<file path="src/rtl/bitmap_text_column_generator_macros.svh">
// Assertion macros for the bitmap text column generator.
// Used by the RTL modules; the macros expect signals named clk and rst_n in scope.
`ifndef BITMAP_TEXT_COLUMN_GENERATOR_MACROS_SVH
`define BITMAP_TEXT_COLUMN_GENERATOR_MACROS_SVH
`ifndef SYNTHESIS
// Checked at every rising edge of clk outside reset.
`define BTCG_ASSERT(lbl, prop, msg) \
  lbl: assert property (@(posedge clk) disable iff (!rst_n) (prop)) else $error(msg);
// Checked at every rising edge of clk, reset included.
`define BTCG_ASSERT_ALWAYS(lbl, prop, msg) \
  lbl: assert property (@(posedge clk) (prop)) else $error(msg);
`else
`define BTCG_ASSERT(lbl, prop, msg)
`define BTCG_ASSERT_ALWAYS(lbl, prop, msg)
`endif
`endif

</file>
<file path="src/rtl/btcg_pkg.sv">
// Shared types and constants for the bitmap text column generator.
// No dependencies; imported by every RTL module of the block.
package btcg_pkg;

  localparam int FONT_CHARS    = 256;
  localparam int GLYPH_COLUMNS = 5;
  localparam int SLANT_DEPTH   = 7;
  localparam int STORE_SIZE    = FONT_CHARS * GLYPH_COLUMNS;
  localparam int ADDR_W        = 11;
  localparam int FIFO_DEPTH    = 4;
  localparam int STEP_W        = 4;
  localparam int COL_W         = 3;

  localparam logic [STEP_W-1:0] LAST_STEP_SINGLE = STEP_W'(GLYPH_COLUMNS);
  localparam logic [STEP_W-1:0] LAST_STEP_DOUBLE = STEP_W'(2 * GLYPH_COLUMNS + 1);

  localparam logic [7:0] NEWLINE_CODE = 8'd10;
  localparam logic [7:0] CMD_GRAPHICS = 8'd8;
  localparam logic [7:0] CMD_TEXT     = 8'd15;
  localparam logic [7:0] CMD_RETURN   = 8'd13;

  localparam logic [6:0] UNDERLINE_DOT = 7'h40;
  localparam logic [6:0] INVERSE_MASK  = 7'h7F;
  localparam logic [6:0] SLANT_TOP_DOT = 7'h40;
  localparam logic [6:0] SLANT_LOW_DOT = 7'h01;

  localparam int STY_UNDERLINE = 0;
  localparam int STY_INVERSE   = 1;
  localparam int STY_ITALIC    = 2;
  localparam int STY_DOUBLE    = 3;

  typedef enum logic [1:0] {
    ACT_LOAD  = 2'd0,
    ACT_BEGIN = 2'd1,
    ACT_PRINT = 2'd2,
    ACT_END   = 2'd3
  } action_t;

  typedef enum logic [2:0] {
    ST_IDLE,
    ST_BEGIN,
    ST_END,
    ST_NEWLINE,
    ST_CHAR
  } state_t;

  typedef enum logic [1:0] {
    OP_CMD,
    OP_COL,
    OP_REP
  } op_kind_t;

  // One output operation handed from the sequencer to the column unit.
  typedef struct packed {
    logic       valid;
    op_kind_t   kind;
    logic [7:0] cmd;
    logic       last;
    logic       clear;
    logic       blank;
  } op_t;

endpackage

</file>
<file path="src/rtl/btcg_out_fifo.sv">
// Output queue: a small register FIFO that decouples the column unit from the result port.
// Depends on btcg_pkg and the assertion macro header.
`include "bitmap_text_column_generator_macros.svh"
module btcg_out_fifo
  import btcg_pkg::*;
(
  input  logic                            clk,
  input  logic                            rst_n,
  input  logic                            push,
  input  logic [7:0]                      push_byte,
  input  logic                            push_last,
  output logic [$clog2(FIFO_DEPTH+1)-1:0] count,
  output logic                            out_valid,
  input  logic                            out_ready,
  output logic [7:0]                      out_byte,
  output logic                            out_last
);

  localparam int PTR_W = $clog2(FIFO_DEPTH);
  localparam int CNT_W = $clog2(FIFO_DEPTH + 1);

  logic [8:0]       buf_r [0:FIFO_DEPTH-1];
  logic [PTR_W-1:0] wr_ptr_r;
  logic [PTR_W-1:0] rd_ptr_r;
  logic [CNT_W-1:0] count_r;
  logic             pop;

  assign pop       = out_valid && out_ready;
  assign out_valid = (count_r != '0);
  assign out_byte  = buf_r[rd_ptr_r][7:0];
  assign out_last  = buf_r[rd_ptr_r][8];
  assign count     = count_r;

  always_ff @(posedge clk) begin
    if (!rst_n) begin
      wr_ptr_r <= '0;
      rd_ptr_r <= '0;
      count_r  <= '0;
    end else begin
      if (push) begin
        wr_ptr_r <= wr_ptr_r + PTR_W'(1);
      end
      if (pop) begin
        rd_ptr_r <= rd_ptr_r + PTR_W'(1);
      end
      if (push && !pop) begin
        count_r <= count_r + CNT_W'(1);
      end else if (pop && !push) begin
        count_r <= count_r - CNT_W'(1);
      end
    end
  end

  always_ff @(posedge clk) begin
    if (push) begin
      buf_r[wr_ptr_r] <= {push_last, push_byte};
    end
  end

  `BTCG_ASSERT(a_no_overflow, (push && !pop) |-> (count_r != CNT_W'(FIFO_DEPTH)), "output queue overflow")

endmodule

</file>
<file path="config.mk">
export PLATFORM = sky130hd
export DESIGN_NAME = btcg_out_fifo
export DESIGN_NICKNAME = d
export VERILOG_FILES = /design/src/rtl/btcg_pkg.sv /design/src/rtl/btcg_out_fifo.sv
export VERILOG_INCLUDE_DIRS = /design/src /design/src/rtl
export SDC_FILE = /design/constraint.sdc
export NUM_CORES = 1
export LEC_CHECK = 0
export BUFFER_PORTS_ARGS = -buffer_cell sky130_fd_sc_hd__buf_2
export CORE_MARGIN = 10
export CORE_UTILIZATION = 55
export CTS_CLUSTER_SIZE = 30
export DETAILED_ROUTE_END_ITERATION = 7
export GPL_ROUTABILITY_DRIVEN = 1
export GPL_TIMING_DRIVEN = 1
export PLACE_DENSITY = 0.85
export RECOVER_POWER = 100
export SLEW_MARGIN = 20
export SYNTH_ARGS = -nofsm -noshare
export SYNTH_HDL_FRONTEND = slang
export SYNTH_SLANG_ARGS = --single-unit
</file>
<file path="constraint.sdc">
create_clock -name clk -period 2.25 [get_ports clk]
set_input_delay 0.225 -clock clk [delete_from_list [all_inputs] [get_ports clk]]
set_output_delay 0.225 -clock clk [all_outputs]
set_load 0.005 [all_outputs]
</file>
# --- After elaboration in Yosys (flattened, before gate mapping) ---
# Memory sizes are Yosys's and may differ from the RTL's. A register that Yosys moved wholly into a read port is not among the register bits.
# Index checks and enable logic that the tools add are counted.
word_totals:
  reg_bits: 7
  ram_bits: 36
  inputBits: 13
  out_inout_bits: 13
  wordCells: 21
  memories: 1
op_classes:
  n_addsub: 4
  mux: 6
  reduce_logical: 7
mem_list:
  columns: ["name", "depth", "width", "rd", "rd_clocked_by_memory_dff", "wr", "line_no", "source"]
  rows:
  - ["buf_r", 4, 9, 1, 1, 1, "btcg_out_fifo.sv:22", "logic [8:0] buf_r [0:FIFO_DEPTH-1];"]
op_table:
  columns: ["operator", "n"]
  rows:
  - ["two-way mux 3 bit", 2]
  - ["adder 2 x 1 -> 2 bit, second input constant", 2]
  - ["two-way mux 2 bit", 2]
  - ["adder 3 x 1 -> 3 bit, second input constant", 1]
  - ["logical AND 1 bit", 3]
  - ["nonzero test 3 bit", 1]
  - ["subtractor 3 x 1 -> 3 bit, second input constant", 1]
  - ["logical NOT 1 bit", 2]
  - ["two-way mux 1 bit", 2]
  - ["nonzero test 2 bit", 1]

# --- Logic depth before layout (Yosys ltp) ---
# Gate-level depths: netlist of the first run.
logic_depth:
  depth_word: 5
  mapped_depth: 7
  depth_no_buf: 7

# --- Worst setup path before layout of the first run ---
# No wires, ideal clock.
synth_timing:
  kind: "reg2reg"
  start: "reg count_r[1], in the netlist count[1]"
  end: "reg count_r[2], in the netlist count[2]"
  setup_time_ns: 0.076
  t_arrival_ns: 1.851
  required_ns: 2.174
  slack_ns: 0.323
  path_stages_with_launch: 8
  n_path_buf: 0
  synth_period_minus_slack_ns: 1.927
  cell_sequence: "dfxtp_1 o31ai_4 ha_1 inv_1 fa_1 xor2_1 or3_1 a21boi_0"
synth_via:
  elab_chain_cells: 5
  elab_cells_between_ends: 10
  classes_between: "2 x add/sub; 2 x mux; 6 x reduce/logical"
synth_rtl:
  columns: ["element", "line_no", "source"]
  rows:
  - ["from (decl)", "btcg_out_fifo.sv:25", "logic [CNT_W-1:0] count_r;"]
  - ["from (signal assigned)", "btcg_out_fifo.sv:47", "count_r <= count_r + CNT_W'(1);"]
  - ["from (signal assigned)", "btcg_out_fifo.sv:49", "count_r <= count_r - CNT_W'(1);"]
  - ["branches (longest 5 deep; another with subtractor 3 x 1 -> 3 bit)", null, null]
# Several ways; the timed one is not identified. The select of a mux whose other input is x is not followed.
# A chain may end at the register's enable or synchronous reset.

# --- Worst setup path in the final report of the first run ---
# Same ends and word-level chain as after synthesis.

==> results.sh, run 1 <==
export IMPL_post_cts_setup_buffers=0
export IMPL_p_sw_frac=0.267
export IMPL_arrival_ps=2390
export IMPL_start_util=0.578
export IMPL_post_route_period_util=0.938
export IMPL_ff2ff_setup_slack_ps=140
export IMPL_die_height_um=76.7
export IMPL_core_um2=3050
export IMPL_syn_num_nets=108
export IMPL_final_cell_mix="edfxtp_1, clkbuf_1, mux4_2"
export IMPL_crit_path_cell_trace="o31ai_4 > ha_1 > inv_1 > fa_1 > xor2_1 > or3_1 > a21boi_0"
export IMPL_clock_latency_ps=350
export IMPL_gp_congestion=0.661
export IMPL_grt_max_degree=14
export IMPL_path_delay_family="adder cells"
export IMPL_syn_cell_area_um2=1770
export IMPL_hp_class="input pin to flip-flop"
export IMPL_worst_pin_slew_ps=705
export IMPL_cts_tree="built"
export IMPL_ff2ff_path_depth=7
export IMPL_std_cell_rows=20
export IMPL_cp_slowest_cell="dfxtp_1"
export IMPL_drtIter0Drc=73
export IMPL_ctsHoldBuffers=0
export IMPL_die_area_um2=5880
export IMPL_cp_max_fo=6
export IMPL_wl_per_cell_um=18.0
export IMPL_drt_wl_total_um=2980
export IMPL_portBuffers=25
export IMPL_hold_path_end="buf_r[2][3]"
export IMPL_via_count=868
export IMPL_grt_pass1_wl_um=4970
export IMPL_htreeDepth=2
export IMPL_hold_start="push_byte[3]"
export IMPL_p_int_mw=1.47
export IMPL_clock_power_share=0.238
export IMPL_via_per_inst=5.26
export IMPL_clock_skew_ps=9.14
export IMPL_n_antenna_cell=0
export IMPL_drtPass1Iterations=2
export IMPL_grt_usage=0.110
export IMPL_cts_resized=0
export IMPL_layout_nets=139
export IMPL_critical_path_class="flip-flop to flip-flop"
export IMPL_crit_path_end_kind="flip-flop"
export IMPL_p_sw_uw=535
export IMPL_p_per_area_nw_per_um2=1010
export IMPL_pwr_share_seq=0.535
export IMPL_ys_ff_latch=45
export IMPL_drc=0
export IMPL_max_stage_delay_ps=400
export IMPL_maxCapViolations=0
export IMPL_antenna_found_initial=0
export IMPL_dp_hpwl_um=2050
export IMPL_holdPathStages=1
export IMPL_grt_pass1_vias=987
export IMPL_timing_slew_headroom=0.530
export IMPL_ir_worst_vdd_mv=0.645
export IMPL_setup_ws_ps=139
export IMPL_area_growth_pct=12.3
export IMPL_drive_above_1_share=0.198
export IMPL_layout_commonest_cell="edfxtp_1"
export IMPL_total_power_mw=2.00
export IMPL_dp_slack_ps=152
export IMPL_cts_root_buf="clkbuf_4"
export IMPL_die_w_um=76.7
export IMPL_worst_setup_path_start_kind="flip-flop"
export IMPL_grt_overflow_total=0
export IMPL_yosys_warnings=0
export IMPL_synth_seq_area_share=0.714
export IMPL_cts_sinks=45
export IMPL_required_ps=2530
export IMPL_ys_types=19
export IMPL_fmax_mhz=474
export IMPL_slew_violations=0
export IMPL_setup_viol=0
export IMPL_report_final_hold_viol_count=0
export IMPL_rsz0062_at_grt="no"
export IMPL_io_pin_count=26
export IMPL_worst_r2r_endpoint="count[2]"
export IMPL_status="finished, final reports clean"
export IMPL_clkTransAtPathRegs_ps=120
export IMPL_period_needed_ps=2110
export IMPL_cts_buffers=5
export IMPL_synth_cells=89
export IMPL_r2r_start="count[1]"
export IMPL_setup_tns_final_ps=0
export IMPL_syn_avg_cell_area_um2=19.8
export IMPL_clockBufferDepth=2
export IMPL_p_leak_nw=0.658
export IMPL_path_buf_inv=1
export IMPL_pwr_share_comb=0.228
export IMPL_ant_nets=0
power groups by stage:
| stage | sequential (mW) | clock (mW) | combinational, mW |
|---|---|---|---|
| floorplan | 1.05 | 0 | 0.347 |
| global placement | 1.09 | 0 | 0.470 |
| detailed placement | 1.10 | 0 | 0.489 |
| CTS | 1.08 | 0.490 | 0.494 |
| global route | 1.09 | 0.516 | 0.512 |
| finish | 1.07 | 0.476 | 0.456 |
final cells by class:
class,count,area (um^2)
flip-flops and latches,45,1260
fillers,237,1070
multi-input cells,39,474
repair buffers,26,105
well taps,44,55.1
clock buffers,6,41.3
clock inverters,2,33.8
inverters,3,11.3
cells by family after synthesis:
| family | Yosys count | share of synthesized area |
|---|---|---|
| buffers and inverters | 5 | 0.0128 |
| multiplexers | 11 | 0.126 |
| AND/OR/NAND/NOR | 13 | 0.0468 |
| flip-flops | 45 | 0.714 |
| XOR/XNOR | 5 | 0.0248 |
| adder cells (fa/ha/maj) | 6 | 0.0468 |
| AO/OA/AOI/OAI | 4 | 0.0283 |
synth_stat cells:
master | n | area (um^2)
o31ai_4 | 1 | 21.3
and2_1 | 9 | 56.3
clkbuf_1 | 1 | 3.75
xnor2_1 | 3 | 26.3
mux4_2 | 9 | 203
o21ai_0 | 1 | 5.00
edfxtp_1 | 36 | 1080
or3_1 | 1 | 6.26
fa_1 | 1 | 20.0
dfxtp_1 | 9 | 180
mux2i_1 | 2 | 20.0
nor2b_1 | 2 | 12.5
buf_4 | 1 | 7.51
inv_1 | 3 | 11.3
or3_2 | 1 | 7.51
a21boi_0 | 1 | 7.51
xor2_1 | 2 | 17.5
ha_1 | 5 | 62.6
o311ai_2 | 1 | 16.3
per-layer routing:
layer	global-route usage	vias to the layer above	share of wire	wire, um
li1	-	406	-	-
met1	0.114	436	0.40	1190
met2	0.193	21	0.53	1570
met3	0.0443	5	0.059	175
met4	0.0465	0	0.014	42
met5	0	-	0	0
worst max path at each step:
stage	start	endpoint	slack (ps)	depth (start not counted)
finish	count[1]	count[2]	140	7
global route	count[1]	count[2]	10	7
CTS	count[0]	count[2]	130	7
detailed placement	count[0]	count[2]	150	7
global placement	count[1]	count[2]	300	7
floorplan	count[1]	count[2]	320	7
metrics by stage:
stage	cells	hold WS (ps)	cell area [um^2]	util
3_5_place_dp	157	443	1940	0.636
3_3_place_gp	157	435	1940	0.636
6_report	165	129	1980	0.650
2_1_floorplan	89	324	1770	-
5_1_grt	165	130	1980	0.650
4_1_cts	165	60.9	2020	0.661
flip-flops by register name, summed over array words and instances, names as in the netlist, named ones only:
signal	flops
count	3
wr_ptr_r	2
buf_r	36
rd_ptr_r	2
Power figures use the tool's default switching activity.
==> run 2: changes to the inputs <==
- CORE_ASPECT_RATIO: unset -> 0.8
- CORE_UTILIZATION: 55 -> 50
- PLACE_DENSITY: 0.85 -> 0.79
==> run 2 against run 1 <==
Compared with the run above:
- core utilization decreased by 6.7 points
- sequential share of layout area down 0.42 points
- final cell count shrank 1.2%
- critical path depth unchanged
- register-to-register slack gained 30 ps
- worst hold slack better by 60 ps
- sequential power is essentially flat
- largest cell class unchanged
==> results.sh, run 2 (same netlist as run 1, synthesis figures left out) <==
export IMPL_via_per_inst=5.34
export IMPL_setup_tns_final_ps=0
export IMPL_ant_nets=0
export IMPL_via_count=870
export IMPL_p_sw_uw=536
export IMPL_start_util=0.516
export IMPL_clockBufferDepth=2
export IMPL_drc=0
export IMPL_fmax_mhz=481
export IMPL_drtIter0Drc=36
export IMPL_area_growth_pct=13.0
export IMPL_grt_usage=0.101
export IMPL_std_cell_rows=19
export IMPL_clkTransAtPathRegs_ps=80
export IMPL_gp_congestion=0.696
export IMPL_wl_per_cell_um=17.9
export IMPL_die_w_um=86.4
export IMPL_report_final_hold_viol_count=0
export IMPL_critical_path_class="flip-flop to flip-flop"
export IMPL_antenna_found_initial=0
export IMPL_clock_latency_ps=300
export IMPL_cts_root_buf="clkbuf_8"
export IMPL_period_needed_ps=2080
export IMPL_dp_hpwl_um=2180
export IMPL_post_route_period_util=0.925
export IMPL_htreeDepth=2
export IMPL_final_cell_mix="edfxtp_1, clkbuf_1, mux4_2, dfxtp_1"
export IMPL_pwr_share_seq=0.527
export IMPL_hp_class="input pin to flip-flop"
export IMPL_core_um2=3420
export IMPL_layout_nets=139
export IMPL_post_cts_setup_buffers=0
export IMPL_cp_slowest_cell="dfxtp_1"
export IMPL_crit_path_cell_trace="o31ai_4 > ha_2 > inv_1 > fa_1 > xor2_1 > or3_1 > a21boi_0"
export IMPL_p_int_mw=1.45
export IMPL_grt_pass1_vias=976
export IMPL_whs_ps=189
export IMPL_worst_setup_path_start_kind="flip-flop"
export IMPL_p_leak_nw=0.665
export IMPL_required_ps=2460
export IMPL_crit_path_end_kind="flip-flop"
export IMPL_placed_cell_area_um2=1940
export IMPL_largest_register_ffs=36
export IMPL_clock_power_share=0.236
export IMPL_grt_pass1_wl_um=4740
export IMPL_rsz0062_at_grt="no"
export IMPL_maxCapViolations=0
export IMPL_cts_tree="built"
export IMPL_top_register="buf_r"
export IMPL_drtPass1Iterations=3
export IMPL_max_stage_delay_ps=390
export IMPL_cts_sinks=45
export IMPL_final_area_um2=1990
export IMPL_setup_viol=0
export IMPL_fillers=276
export IMPL_status="finished, final reports clean"
export IMPL_drive_above_1_share=0.223
export IMPL_io_pin_count=26
export IMPL_cts_buffers=5
export IMPL_layout_commonest_cell="edfxtp_1"
export IMPL_portBuffers=25
export IMPL_worst_pin_slew_ps=699
export IMPL_drt_wl_total_um=2910
export IMPL_grt_max_degree=15
export IMPL_p_per_area_nw_per_um2=997
export IMPL_n_antenna_cell=0
export IMPL_clock_skew_ps=5.99
export IMPL_pwr_share_comb=0.238
export IMPL_ir_worst_vdd_mv=0.599
export IMPL_timing_slew_headroom=0.534
export IMPL_ctsHoldBuffers=0
export IMPL_slew_violations=0
export IMPL_arrival_ps=2290
export IMPL_die_height_um=73.1
export IMPL_cp_max_fo=6
export IMPL_die_area_um2=6320
export IMPL_p_sw_frac=0.270
export IMPL_grt_overflow_total=0
run 2: cell type report:
cell class	instances	area, um^2	share of cell area
multi-input cells	39	477	0.239
clock inverters	3	17.5	0.00878
clock buffers	5	68.8	0.0345
inverters	3	11.3	0.00565
flip-flops and latches	45	1260	0.632
well taps	42	52.6	0.0263
repair buffers	26	106	0.0533
run 2: path summary, 6_finish.rpt:
kind	endpoint	slack (ps)	cells past startpoint	startpoint
worst max-delay path	count[2]	170	7	count[1]
worst min-delay path	buf_r[2][3]	190	1	push_byte[3]
worst max register to register	count[2]	170	7	count[1]
worst min register to register	wr_ptr_r[1]	570	2	wr_ptr_r[1]
run 2: per-layer routing:
metal | GRT usage | share of wire | vias to the layer above
met5 | 0 | 0 | -
met4 | 0.0592 | 0.025 | 0
met3 | 0.0391 | 0.056 | 8
met2 | 0.171 | 0.52 | 20
met1 | 0.105 | 0.40 | 437
li1 | - | - | 405
run 2: per-stage QoR:
| step | power [mW] | std cells | setup WS, ps | utilization |
|---|---|---|---|---|
| 3_3_place_gp | 1.56 | 155 | 308 | 0.567 |
| 5_1_grt | 2.11 | 163 | 17.1 | 0.583 |
| 4_1_cts | 2.06 | 163 | 132 | 0.592 |
| 6_report | 1.99 | 163 | 170 | 0.583 |
| 3_5_place_dp | 1.59 | 155 | 147 | 0.567 |
| 2_1_floorplan | 1.40 | 89 | 323 | - |
run 2: power by group through the flow:
stage / Combinational [mW] / Sequential (mW) / Clock, mW
floorplan: 0.347 / 1.05 / 0
global placement: 0.494 / 1.06 / 0
detailed placement: 0.511 / 1.07 / 0
CTS: 0.514 / 1.05 / 0.488
global route: 0.534 / 1.06 / 0.519
finish: 0.472 / 1.05 / 0.469
run 2: critical path: cells and delay by family (launching register included):
kind / cells / cell delay [ps]
simple gates: 1 / 300
xor+xnor: 1 / 160
buf+inv: 1 / 50
compound gates: 2 / 490
flops: 1 / 390
fa+ha+maj: 2 / 610
run 2: repair_timing:
item,CTS,global route
hold endpoints to repair,0,0
setup endpoints to repair,0,1
resized for setup,0,1
